===== src/rtl/gss_pkg.sv =====
// Shared types, constants and helpers for the GIF structure scanner.
// Used by gss_step and gif_structure_scanner_unit; depends on nothing.
package gss_pkg;

	localparam int LENGTH_BITS = 32;
	localparam int FIELD_W     = 10;
	localparam int OUT_LEN_W   = 32;

	localparam logic [LENGTH_BITS-1:0] LEN_MAX = '1;

	typedef enum logic [3:0] {
		PH_SIG      = 4'd0,
		PH_SCREEN   = 4'd1,
		PH_GTABLE   = 4'd2,
		PH_INTRO    = 4'd3,
		PH_IMGDESC  = 4'd4,
		PH_LTABLE   = 4'd5,
		PH_CODESIZE = 4'd6,
		PH_EXTLABEL = 4'd7,
		PH_SUBSIZE  = 4'd8,
		PH_SUBDATA  = 4'd9
	} phase_t;

	typedef enum logic [1:0] {
		V_MATCHED  = 2'd0,
		V_NOMATCH  = 2'd1,
		V_PARTIAL  = 2'd2,
		V_NEEDMORE = 2'd3
	} verdict_t;

	localparam logic [7:0] CH_G       = 8'h47;
	localparam logic [7:0] CH_I       = 8'h49;
	localparam logic [7:0] CH_F       = 8'h46;
	localparam logic [7:0] CH_8       = 8'h38;
	localparam logic [7:0] CH_7       = 8'h37;
	localparam logic [7:0] CH_9       = 8'h39;
	localparam logic [7:0] CH_A       = 8'h61;
	localparam logic [7:0] TRAILER    = 8'h3B;
	localparam logic [7:0] IMAGE_SEP  = 8'h2C;
	localparam logic [7:0] EXT_INTRO  = 8'h21;

	localparam logic [LENGTH_BITS-1:0] SIG_LAST_IDX    = LENGTH_BITS'(5);
	localparam logic [LENGTH_BITS-1:0] SCR_PACKED_IDX  = LENGTH_BITS'(10);
	localparam logic [LENGTH_BITS-1:0] SCR_LAST_IDX    = LENGTH_BITS'(12);
	localparam logic [FIELD_W-1:0]     IMG_DESC_BYTES  = FIELD_W'(9);

	typedef struct packed {
		phase_t                   phase;
		logic [FIELD_W-1:0]       field;
		logic [LENGTH_BITS-1:0]   len;
	} scan_state_t;

	typedef struct packed {
		logic                     emit;
		verdict_t                 verdict;
		logic [OUT_LEN_W-1:0]     length;
		logic [3:0]               reason;
	} scan_result_t;

	function automatic logic [FIELD_W-1:0] table_size(input logic [7:0] packed_byte);
		logic [FIELD_W-1:0] sz;
		sz = '0;
		if (packed_byte[7]) begin
			sz = (FIELD_W'(3) << packed_byte[2:0]) << 1;
		end
		return sz;
	endfunction

	function automatic logic [OUT_LEN_W-1:0] sat_len(input logic [LENGTH_BITS-1:0] len);
		logic [LENGTH_BITS+OUT_LEN_W-1:0] ext;
		logic [OUT_LEN_W-1:0]             res;
		ext = {{OUT_LEN_W{1'b0}}, len};
		if (ext[LENGTH_BITS+OUT_LEN_W-1:OUT_LEN_W] != '0) begin
			res = '1;
		end else begin
			res = ext[OUT_LEN_W-1:0];
		end
		return res;
	endfunction

endpackage


===== src/rtl/gss_step.sv =====
// One parse step of the GIF structure scanner: next state and verdict for one beat.
// Purely combinational; depends on gss_pkg.
module gss_step
	import gss_pkg::*;
(
	input  scan_state_t  cur,
	input  logic [7:0]   data_byte,
	input  logic         end_of_data,
	input  logic         final_chunk,
	output scan_state_t  nxt,
	output scan_result_t res
);

	logic [LENGTH_BITS-1:0] len_inc;
	logic                   sig_ok;
	logic                   field_last;

	assign len_inc    = (cur.len == LEN_MAX) ? cur.len : cur.len + LENGTH_BITS'(1);
	assign field_last = (cur.field <= FIELD_W'(1));

	always_comb begin
		unique case (cur.len[2:0])
			3'd0:    sig_ok = (data_byte == CH_G);
			3'd1:    sig_ok = (data_byte == CH_I);
			3'd2:    sig_ok = (data_byte == CH_F);
			3'd3:    sig_ok = (data_byte == CH_8);
			3'd4:    sig_ok = (data_byte == CH_7) || (data_byte == CH_9);
			3'd5:    sig_ok = (data_byte == CH_A);
			default: sig_ok = 1'b0;
		endcase
		if (cur.len > SIG_LAST_IDX) begin
			sig_ok = 1'b0;
		end
	end

	always_comb begin
		nxt         = cur;
		res.emit    = 1'b0;
		res.verdict = V_NOMATCH;
		res.length  = '0;
		res.reason  = '0;
		if (end_of_data) begin
			res.emit = 1'b1;
			if (cur.phase == PH_SIG) begin
				if (cur.len != '0 && !final_chunk) begin
					res.verdict = V_NEEDMORE;
				end else begin
					nxt = '{phase: PH_SIG, field: '0, len: '0};
				end
			end else if (!final_chunk) begin
				res.verdict = V_NEEDMORE;
			end else begin
				res.verdict = V_PARTIAL;
				res.length  = sat_len(cur.len);
				res.reason  = 4'(cur.phase);
				nxt         = '{phase: PH_SIG, field: '0, len: '0};
			end
		end else begin
			nxt.len = len_inc;
			unique case (cur.phase)
				PH_SIG: begin
					if (!sig_ok) begin
						res.emit = 1'b1;
						nxt      = '{phase: PH_SIG, field: '0, len: '0};
					end else if (cur.len == SIG_LAST_IDX) begin
						nxt.phase = PH_SCREEN;
					end
				end
				PH_SCREEN: begin
					if (cur.len == SCR_PACKED_IDX) begin
						nxt.field = table_size(data_byte);
					end
					if (cur.len >= SCR_LAST_IDX) begin
						nxt.phase = (cur.field != '0) ? PH_GTABLE : PH_INTRO;
					end
				end
				PH_GTABLE, PH_LTABLE: begin
					if (field_last) begin
						nxt.field = '0;
						nxt.phase = (cur.phase == PH_GTABLE) ? PH_INTRO : PH_CODESIZE;
					end else begin
						nxt.field = cur.field - FIELD_W'(1);
					end
				end
				PH_INTRO: begin
					if (data_byte == TRAILER) begin
						res.emit    = 1'b1;
						res.verdict = V_MATCHED;
						res.length  = sat_len(len_inc);
						nxt         = '{phase: PH_SIG, field: '0, len: '0};
					end else if (data_byte == IMAGE_SEP) begin
						nxt.phase = PH_IMGDESC;
						nxt.field = IMG_DESC_BYTES;
					end else if (data_byte == EXT_INTRO) begin
						nxt.phase = PH_EXTLABEL;
					end else begin
						res.emit = 1'b1;
						nxt      = '{phase: PH_SIG, field: '0, len: '0};
					end
				end
				PH_IMGDESC: begin
					if (field_last) begin
						nxt.field = table_size(data_byte);
						nxt.phase = (table_size(data_byte) != '0) ? PH_LTABLE : PH_CODESIZE;
					end else begin
						nxt.field = cur.field - FIELD_W'(1);
					end
				end
				PH_CODESIZE, PH_EXTLABEL: begin
					nxt.phase = PH_SUBSIZE;
				end
				PH_SUBSIZE: begin
					if (data_byte == 8'h00) begin
						nxt.phase = PH_INTRO;
					end else begin
						nxt.field = FIELD_W'(data_byte);
						nxt.phase = PH_SUBDATA;
					end
				end
				PH_SUBDATA: begin
					if (field_last) begin
						nxt.field = '0;
						nxt.phase = PH_SUBSIZE;
					end else begin
						nxt.field = cur.field - FIELD_W'(1);
					end
				end
				default: begin
					nxt = '{phase: PH_SIG, field: '0, len: '0};
				end
			endcase
		end
	end

endmodule


===== src/rtl/gif_structure_scanner_unit.sv =====
// Top level of the GIF structure scanner: input register, parse state, result register.
// Depends on gss_pkg and gss_step.
//
// Usage: feed the stream one beat per cycle on the in channel (in_valid/in_ready),
// starting at a candidate signature. A beat carries data_byte, or, with end_of_data
// set, marks the end of the available data (final_chunk says whether more follows).
// Results leave on the out channel (out_valid/out_ready): verdict, byte_length and
// truncation_reason. Beats that end nothing give no result.
// A result is offered once its input beat has moved from the input register into the
// result register. Throughput: one beat per cycle while the receiver takes results;
// the parse state is updated by one pass of logic from the input register.
// When the receiver stalls with a result held, the input register holds its beat
// and in_ready falls once it is full; no beat is lost.
// Reset clears both registers' valid flags and puts the parser back to looking
// for the first signature byte with a zero byte count.
module gif_structure_scanner_unit
	import gss_pkg::*;
(
	input  logic        clk,
	input  logic        arst_n,
	input  logic        in_valid,
	output logic        in_ready,
	input  logic [7:0]  data_byte,
	input  logic        end_of_data,
	input  logic        final_chunk,
	output logic        out_valid,
	input  logic        out_ready,
	output logic [1:0]  verdict,
	output logic [31:0] byte_length,
	output logic [3:0]  truncation_reason
);

	logic         valid_s1;
	logic [7:0]   byte_s1;
	logic         eod_s1;
	logic         fin_s1;
	scan_state_t  state_q;
	scan_state_t  state_nxt;
	scan_result_t step_res;
	logic         out_valid_q;
	verdict_t     verdict_q;
	logic [31:0]  length_q;
	logic [3:0]   reason_q;
	logic         advance;
	logic         fire;

	assign advance  = !out_valid_q || out_ready;
	assign in_ready = !valid_s1 || advance;
	assign fire     = valid_s1 && advance;

	gss_step u_step (
		.cur         (state_q),
		.data_byte   (byte_s1),
		.end_of_data (eod_s1),
		.final_chunk (fin_s1),
		.nxt         (state_nxt),
		.res         (step_res)
	);

	always_ff @(posedge clk or negedge arst_n) begin
		if (!arst_n) begin
			valid_s1 <= 1'b0;
		end else if (in_ready) begin
			valid_s1 <= in_valid;
		end
	end

	always_ff @(posedge clk) begin
		if (in_ready && in_valid) begin
			byte_s1 <= data_byte;
			eod_s1  <= end_of_data;
			fin_s1  <= final_chunk;
		end
	end

	always_ff @(posedge clk or negedge arst_n) begin
		if (!arst_n) begin
			state_q <= '{phase: PH_SIG, field: '0, len: '0};
		end else if (fire) begin
			state_q <= state_nxt;
		end
	end

	always_ff @(posedge clk or negedge arst_n) begin
		if (!arst_n) begin
			out_valid_q <= 1'b0;
		end else if (advance) begin
			out_valid_q <= fire && step_res.emit;
		end
	end

	always_ff @(posedge clk) begin
		if (fire && step_res.emit) begin
			verdict_q <= step_res.verdict;
			length_q  <= step_res.length;
			reason_q  <= step_res.reason;
		end
	end

	assign out_valid         = out_valid_q;
	assign verdict           = verdict_q;
	assign byte_length       = length_q;
	assign truncation_reason = reason_q;

	a_stall_only_on_full: assert property (@(posedge clk) disable iff (!arst_n)
		!in_ready |-> out_valid_q && !out_ready)
		else $error("input stalled while result register free");

	a_sig_short: assert property (@(posedge clk) disable iff (!arst_n)
		state_q.phase == PH_SIG |-> state_q.field == '0 && state_q.len <= SIG_LAST_IDX)
		else $error("signature phase with stale count");

	a_count_live: assert property (@(posedge clk) disable iff (!arst_n)
		(state_q.phase == PH_SUBDATA || state_q.phase == PH_GTABLE ||
		 state_q.phase == PH_LTABLE) |-> state_q.field != '0)
		else $error("counted phase entered with zero bytes");

	a_matched_clean: assert property (@(posedge clk) disable iff (!arst_n)
		out_valid_q && verdict_q == V_MATCHED |-> reason_q == '0 && length_q >= 32'd14)
		else $error("matched verdict with bad length or reason");

endmodule

===== config.mk =====
export PLATFORM = sky130hd
export DESIGN_NAME = gif_structure_scanner_unit
export DESIGN_NICKNAME = d
export VERILOG_FILES = /design/src/rtl/gss_pkg.sv /design/src/rtl/gss_step.sv /design/src/rtl/gif_structure_scanner_unit.sv
export SDC_FILE = /design/constraint.sdc
export NUM_CORES = 1
export LEC_CHECK = 0
export BUFFER_PORTS_ARGS = -buffer_cell sky130_fd_sc_hd__buf_2
export CAP_MARGIN = 20
export CORE_MARGIN = 2
export CORE_UTILIZATION = 45
export CTS_BUF_LIST = sky130_fd_sc_hd__clkbuf_16
export CTS_CLUSTER_DIAMETER = 50
export DETAILED_ROUTE_END_ITERATION = 12
export HOLD_SLACK_MARGIN = 0.03
export SLEW_MARGIN = 40
export SYNTH_ARGS = -nofsm -noshare
export SYNTH_HDL_FRONTEND = slang
export SYNTH_HIERARCHICAL = 1
export SYNTH_SLANG_ARGS = --single-unit

===== constraint.sdc =====
create_clock -name clk -period 10 [get_ports clk]
set_input_delay 0.5 -clock clk [delete_from_list [all_inputs] [get_ports clk]]
set_output_delay 0.5 -clock clk [all_outputs]
set_load 0.05 [all_outputs]

=== After elaboration in Yosys (flattened, before gate mapping) ===
Index checks and enable logic that the tools add are counted.

* Memories kept: 0
* Bits in read-only memories: 0
* Bits in latches: 0
* Register bits: 96
* RAM bits: 0
* Word-level logic and storage cells: 129
* Input port bits: 14

* Magnitude comparators: 3
* Muxes and demuxes: 47
* Bitwise logic cells: 2
* Shift-type cells: 1
* Reductions and logical operators: 24
* Add/sub/neg operators: 2
* Div/mod/pow operators: 0
* Multipliers: 0
* Eq/ne operators: 39

{| class="wikitable"
|+ Operator list
! operator !! number
|-
| 46-bit 2-to-1 mux || 5
|-
| 32-bit case mux with 3 select lines || 1
|-
| 42-bit 2-to-1 mux || 2
|-
| 10-bit 2-to-1 mux || 8
|-
| 36-bit 2-to-1 mux || 2
|-
| 10-bit case mux with 7 select lines || 1
|-
| 32-bit 2-to-1 mux || 2
|-
| 8-bit by 6-bit equality test with 1-bit output (second input constant) || 6
|-
| 35-bit 2-to-1 mux || 1
|-
| 34-bit 2-to-1 mux || 1
|-
| 33-bit 2-to-1 mux || 1
|-
| 32-bit by 1-bit adder with 32-bit output (second input constant) || 1
|-
| 32-bit by 3-bit equality test with 1-bit output (second input constant) || 1
|-
| 32-bit equality test (second input constant) || 1
|-
| 32-bit by 4-bit equality test with 1-bit output (second input constant) || 1
|-
| 8-bit by 7-bit equality test with 1-bit output (second input constant) || 4
|-
| 32-bit by 4-bit greater-or-equal comparator with 1-bit output (second input constant) || 1
|-
| 32-bit by 3-bit > comparator with 1-bit output (second input constant) || 1
|-
| 4-bit case mux with 8 select lines || 1
|-
| 32-bit nonzero test || 1
|-
| 4-bit 2-to-1 mux || 7
|-
| 10-bit nonzero test || 2
|-
| 4-bit by 3-bit equality test with 1-bit output (second input constant) || 4
|-
| 8-bit AND reduction || 2
|-
| 32 further kinds || 61
|}

=== Logic depth before layout (Yosys ltp) ===
* Depth after elaboration: 10
* Gate-level depth with buffers: 12

=== Modules after synthesis ===
Netlist, hierarchy kept.

{| class="wikitable"
|+ Modules (own cells, without submodules)
! module !! area an instance (µm²) !! cells each !! times used
|-
| gif_structure_scanner_unit || 3414.5 || 155 || 1
|-
| gss_step || 3378.2 || 567 || 1
|}

=== Worst setup path after synthesis ===
Ideal clock, no wire load.

* Path kind: register to register
* Start point: reg state_q[1] (netlist bit)
* End point: reg length_q[0] (netlist: byte_length[0]), enable pin
* Data arrival time: 3.427 ns
* Required time: 9.567 ns
* Cell stages (with the launch flop): 12
* Period minus slack after synthesis: 3.860 ns
* Slack: 6.140 ns
* Library setup time: 0.433 ns
* Path through: dfrtp_1 buf_6 inv_1 ha_1 xor2_1 nor3_1 a41oi_1 o31ai_4 a21oi_1 a211o_1 nand2_1 nor2_1

{| class="wikitable"
|+ RTL lines
! item !! line !! text
|-
| start, declared || gif_structure_scanner_unit.sv:37 || <nowiki>scan_state_t state_q;</nowiki>
|-
| start signal, assigned || gif_structure_scanner_unit.sv:78 || <nowiki>state_q <= '{phase: PH_SIG, field: '0, len: '0};</nowiki>
|-
| start signal, assigned || gif_structure_scanner_unit.sv:80 || <nowiki>state_q <= state_nxt;</nowiki>
|-
| end signal, assigned || gif_structure_scanner_unit.sv:95 || <nowiki>length_q <= step_res.length;</nowiki>
|-
| end, declared || gif_structure_scanner_unit.sv:42 || <nowiki>logic [31:0] length_q;</nowiki>
|}

=== Worst setup path after layout ===
* Start point: reg state_q[18] (netlist bit)
* End point: reg state_q[36] (netlist bit)

* Longest elaborated chain between the ends: 4
* Elaborated cells between the ends (all ways): 9
* Classes of those cells: order compare (1); eq/ne (4); mux (1); reduce/logical (3)

{| class="wikitable"
|+ Ends and longest elaborated chain
! item !! line
|-
| 32-bit by 3-bit > comparator with 1-bit output / 32-bit nonzero test (equally long branches) || gss_step.sv:31, gss_step.sv:45
|-
| 1-bit 2-to-1 mux / 1-bit logical AND (equally long branches) || gss_step.sv:31, gss_step.sv:45
|-
| 3-bit inequality test (no source line) || n/a
|-
| 8-bit AND reduction (no source line) * || n/a
|}

Every way passes the cells marked *; elsewhere a longest branch is shown, timed or not.
A chain may end at the register's enable or synchronous reset.

==> reports/results.ini <==
[pwr]
peakVddDrop_mv = 0.0755
p_per_area_nw_per_um2 = 114
power_leakage_nw = 3.07

[cells_and_area]
fillers = 1382
drive_above_1_share_pct = 19.3
layout_common_cells = o21ai_0 (89), nor2_1 (55), buf_2 (53)
nNetsFinal = 767
layout_commonest_cell = o21ai_0
n_antenna_cell = 0
multi_input_area_um2 = 3880
fin_cells = 931
seq_area_um2 = 2640
synthToLayoutAreaGrowth_pct = 8.77

[hold_path]
min_path_type = in2async

[detailed_routing]
antenna_left = 0
viasPerCell = 6.40
routed.top_layer = met4
num_vias = 5955
wl_met2_um = 8610
firstDrtPassIters = 5
drc = 0
wl_um = 18600
dr_wl_met3_um = 1190
wl_per_cell_um = 19.9
wl_met1_um = 8330
drt_iter0_drc = 646

[cts]
cts_root_buf = clkbuf_16
holdBufCountCts = 0
ctsResizeCount = 0
cts_setup_buffers = 0
clock_tree.buffer_depth = 2
cts_tree = yes
cts_sinks = 96
clk_pin_slew_worst_paths_ns = 0.07
clkLatencyLatePin_ns = 0.36
htreeDepth = 3
cts_buffers = 9

[floorplan]
dieArea_um2 = 16100
start_util_pct = 46.4
core_area_um2 = 14600
die_w_um = 127
fp-row-count = 44
ioPinCount = 54
die_y_um = 127

[logic_synthesis]
ys_seq_elements = 96
syn_nets = 747
syn_inst = 722
synth_top_area_share_pct = 21.2
async_flop_share_pct = 50.0
syn_area_um2 = 6790
synth_top_area_cell = edfxtp_1
synth.top_cells.by_area = edfxtp_1 (21%), dfrtp_1 (18%), mux2_4 (8.8%)
synth_warnings = 6
synth-edff-count = 48
synthDistinctLibCells = 76
syn-mean-instance-area_um2 = 9.41
ys_seq_area_share_pct = 38.9
synth_ff_type = edfxtp_1

[placed_design]
hpwlAfterDp_um = 12300
post-place-cells = 915
pre_cts_slack_ns = 6.65
io_buffers = 53
place_congestion = 0.882

[global_route]
grt_pass1_wl_um = 30100
grt_overflow = 0
antenna_found_initial = 0
grt_pass1_vias = 5559
track_usage_pct = 23.4
grt_max_degree = 49

[setup_path]
reg2reg_depth = 7
path_max_fanout = 29
cp-end-kind = flop
required_ns = 10.24
crit_start = state_q[18]$_DFFE_PN0P_
r2r_start = state_q[18]$_DFFE_PN0P_
critPathLaunchType = flop
arrival_ns = 3.65
r2r_slack_ns = 6.58
rr_endpoint = state_q[36]$_DFFE_PN0P_
crit_type = reg2reg

[timing]
tns_ns = 0
drv_slew = 0
finalSetupViolCount = 0
rsz0062_at_grt = false
slew_headroom_pct = 39.5
fin_crit_sh_pct = 34.2
postLayoutSetupSlackWorst_ns = 6.58
fin_skew_ns = 0.0117
hold_ws_ns = 0.288
finalHoldViolations = 0
worst_pin_slew_ns = 0.895
post-route-min-period_ns = 3.42
max_freq_mhz = 293

[run_status]
status = finished clean

[flow_run]
drv_cap = 0

## through the flow
stage	cell area, um2	utilization (%)	power, mW
after floorplan	6790	-	0.510
after global placement	7050	48.2	0.533
after detailed placement	7120	48.6	0.535
after CTS	7380	50.4	0.854
after global routing	7390	50.5	0.875
final	7390	50.5	0.846
## layer usage
metal  up-vias  GRT usage, %
met3        31          3.46
met2       234          35.9
met1      2889          33.5
met4         0          8.92
met5         -             0
li1       2801             -
## critical path, cell delays in order, from the launching register on
cell and delay, ns:
dfrtp_1 0.50, nor4_1 0.40, nand4_1 0.32, nor3_2 0.53, a21o_2 0.61, o21ai_1 0.28
a221o_1 0.40, mux2_4 0.27
## synthesized netlist by cell type, types with 5 or more instances
cell and count:
and3_1 27, nand3_1 39, buf_2 11, nand2b_1 12, mux2_2 7, dfrtp_1 48, nand4_1 11, xor2_1 5
a21oi_1 24, nor2b_1 5, or3_1 7, nor4_1 6, buf_6 8, nand2_1 46, nor3_1 18, o21ai_0 89
o31ai_1 47, mux2_4 40, ha_1 11, o21ai_1 7, edfxtp_1 48, nor2_1 56, a221o_1 6, inv_1 12
clkbuf_1 26, a21o_1 10, and2_1 8
## worst max path at each step
| stage | endpoint | depth (start not counted) |
|---|---|---|
| 5_1_grt | state_q[4]$_DFFE_PN0P_ | 12 |
| 2_1_floorplan | byte_length[0]$_DFFE_PP_ | 11 |
| 6_report | state_q[36]$_DFFE_PN0P_ | 7 |
| 4_1_cts | state_q[6]$_DFFE_PN0P_ | 12 |
| 3_3_place_gp | state_q[36]$_DFFE_PN0P_ | 7 |
| 3_5_place_dp | state_q[34]$_DFFE_PN0P_ | 7 |
## cell type report
class | count | area share, %
Clock buffer | 9 | 3.05
Timing Repair Buffer | 58 | 4.35
Inverter | 12 | 0.610
Sequential cell | 96 | 35.8
Clock inverter | 7 | 0.525
Tap cell | 184 | 3.12
Multi-Input combinational cell | 565 | 52.6
## kinds of logic (layout without fill, tap and decap cells)
| group | Yosys count | in the layout | synth area share [%] |
|---|---|---|---|
| XOR/XNOR | 7 | 7 | 0.903 |
| multiplexers | 48 | 48 | 10.1 |
| buffers and inverters | 61 | 86 | 4.57 |
| AND/OR/NAND/NOR | 267 | 267 | 21.1 |
| AO/OA/AOI/OAI | 232 | 232 | 22.3 |
| flip-flops | 96 | 96 | 38.9 |
| adder cells (fa/ha/maj) | 11 | 11 | 2.03 |
## power by group
part,internal [mW],switching (mW)
combinational,0.0213,0.0674
clock,0.167,0.152
sequential,0.429,0.00925
total,0.617,0.229
## state kept, by name (all words and copies together) (netlist names)
signal,cells
byte_length,32
out_valid,1
byte_s1,8
truncation_reason,4
eod_s1,1
valid_s1,1
fin_s1,1
state_q,46
verdict,2
Power figures use the tool's default switching activity.
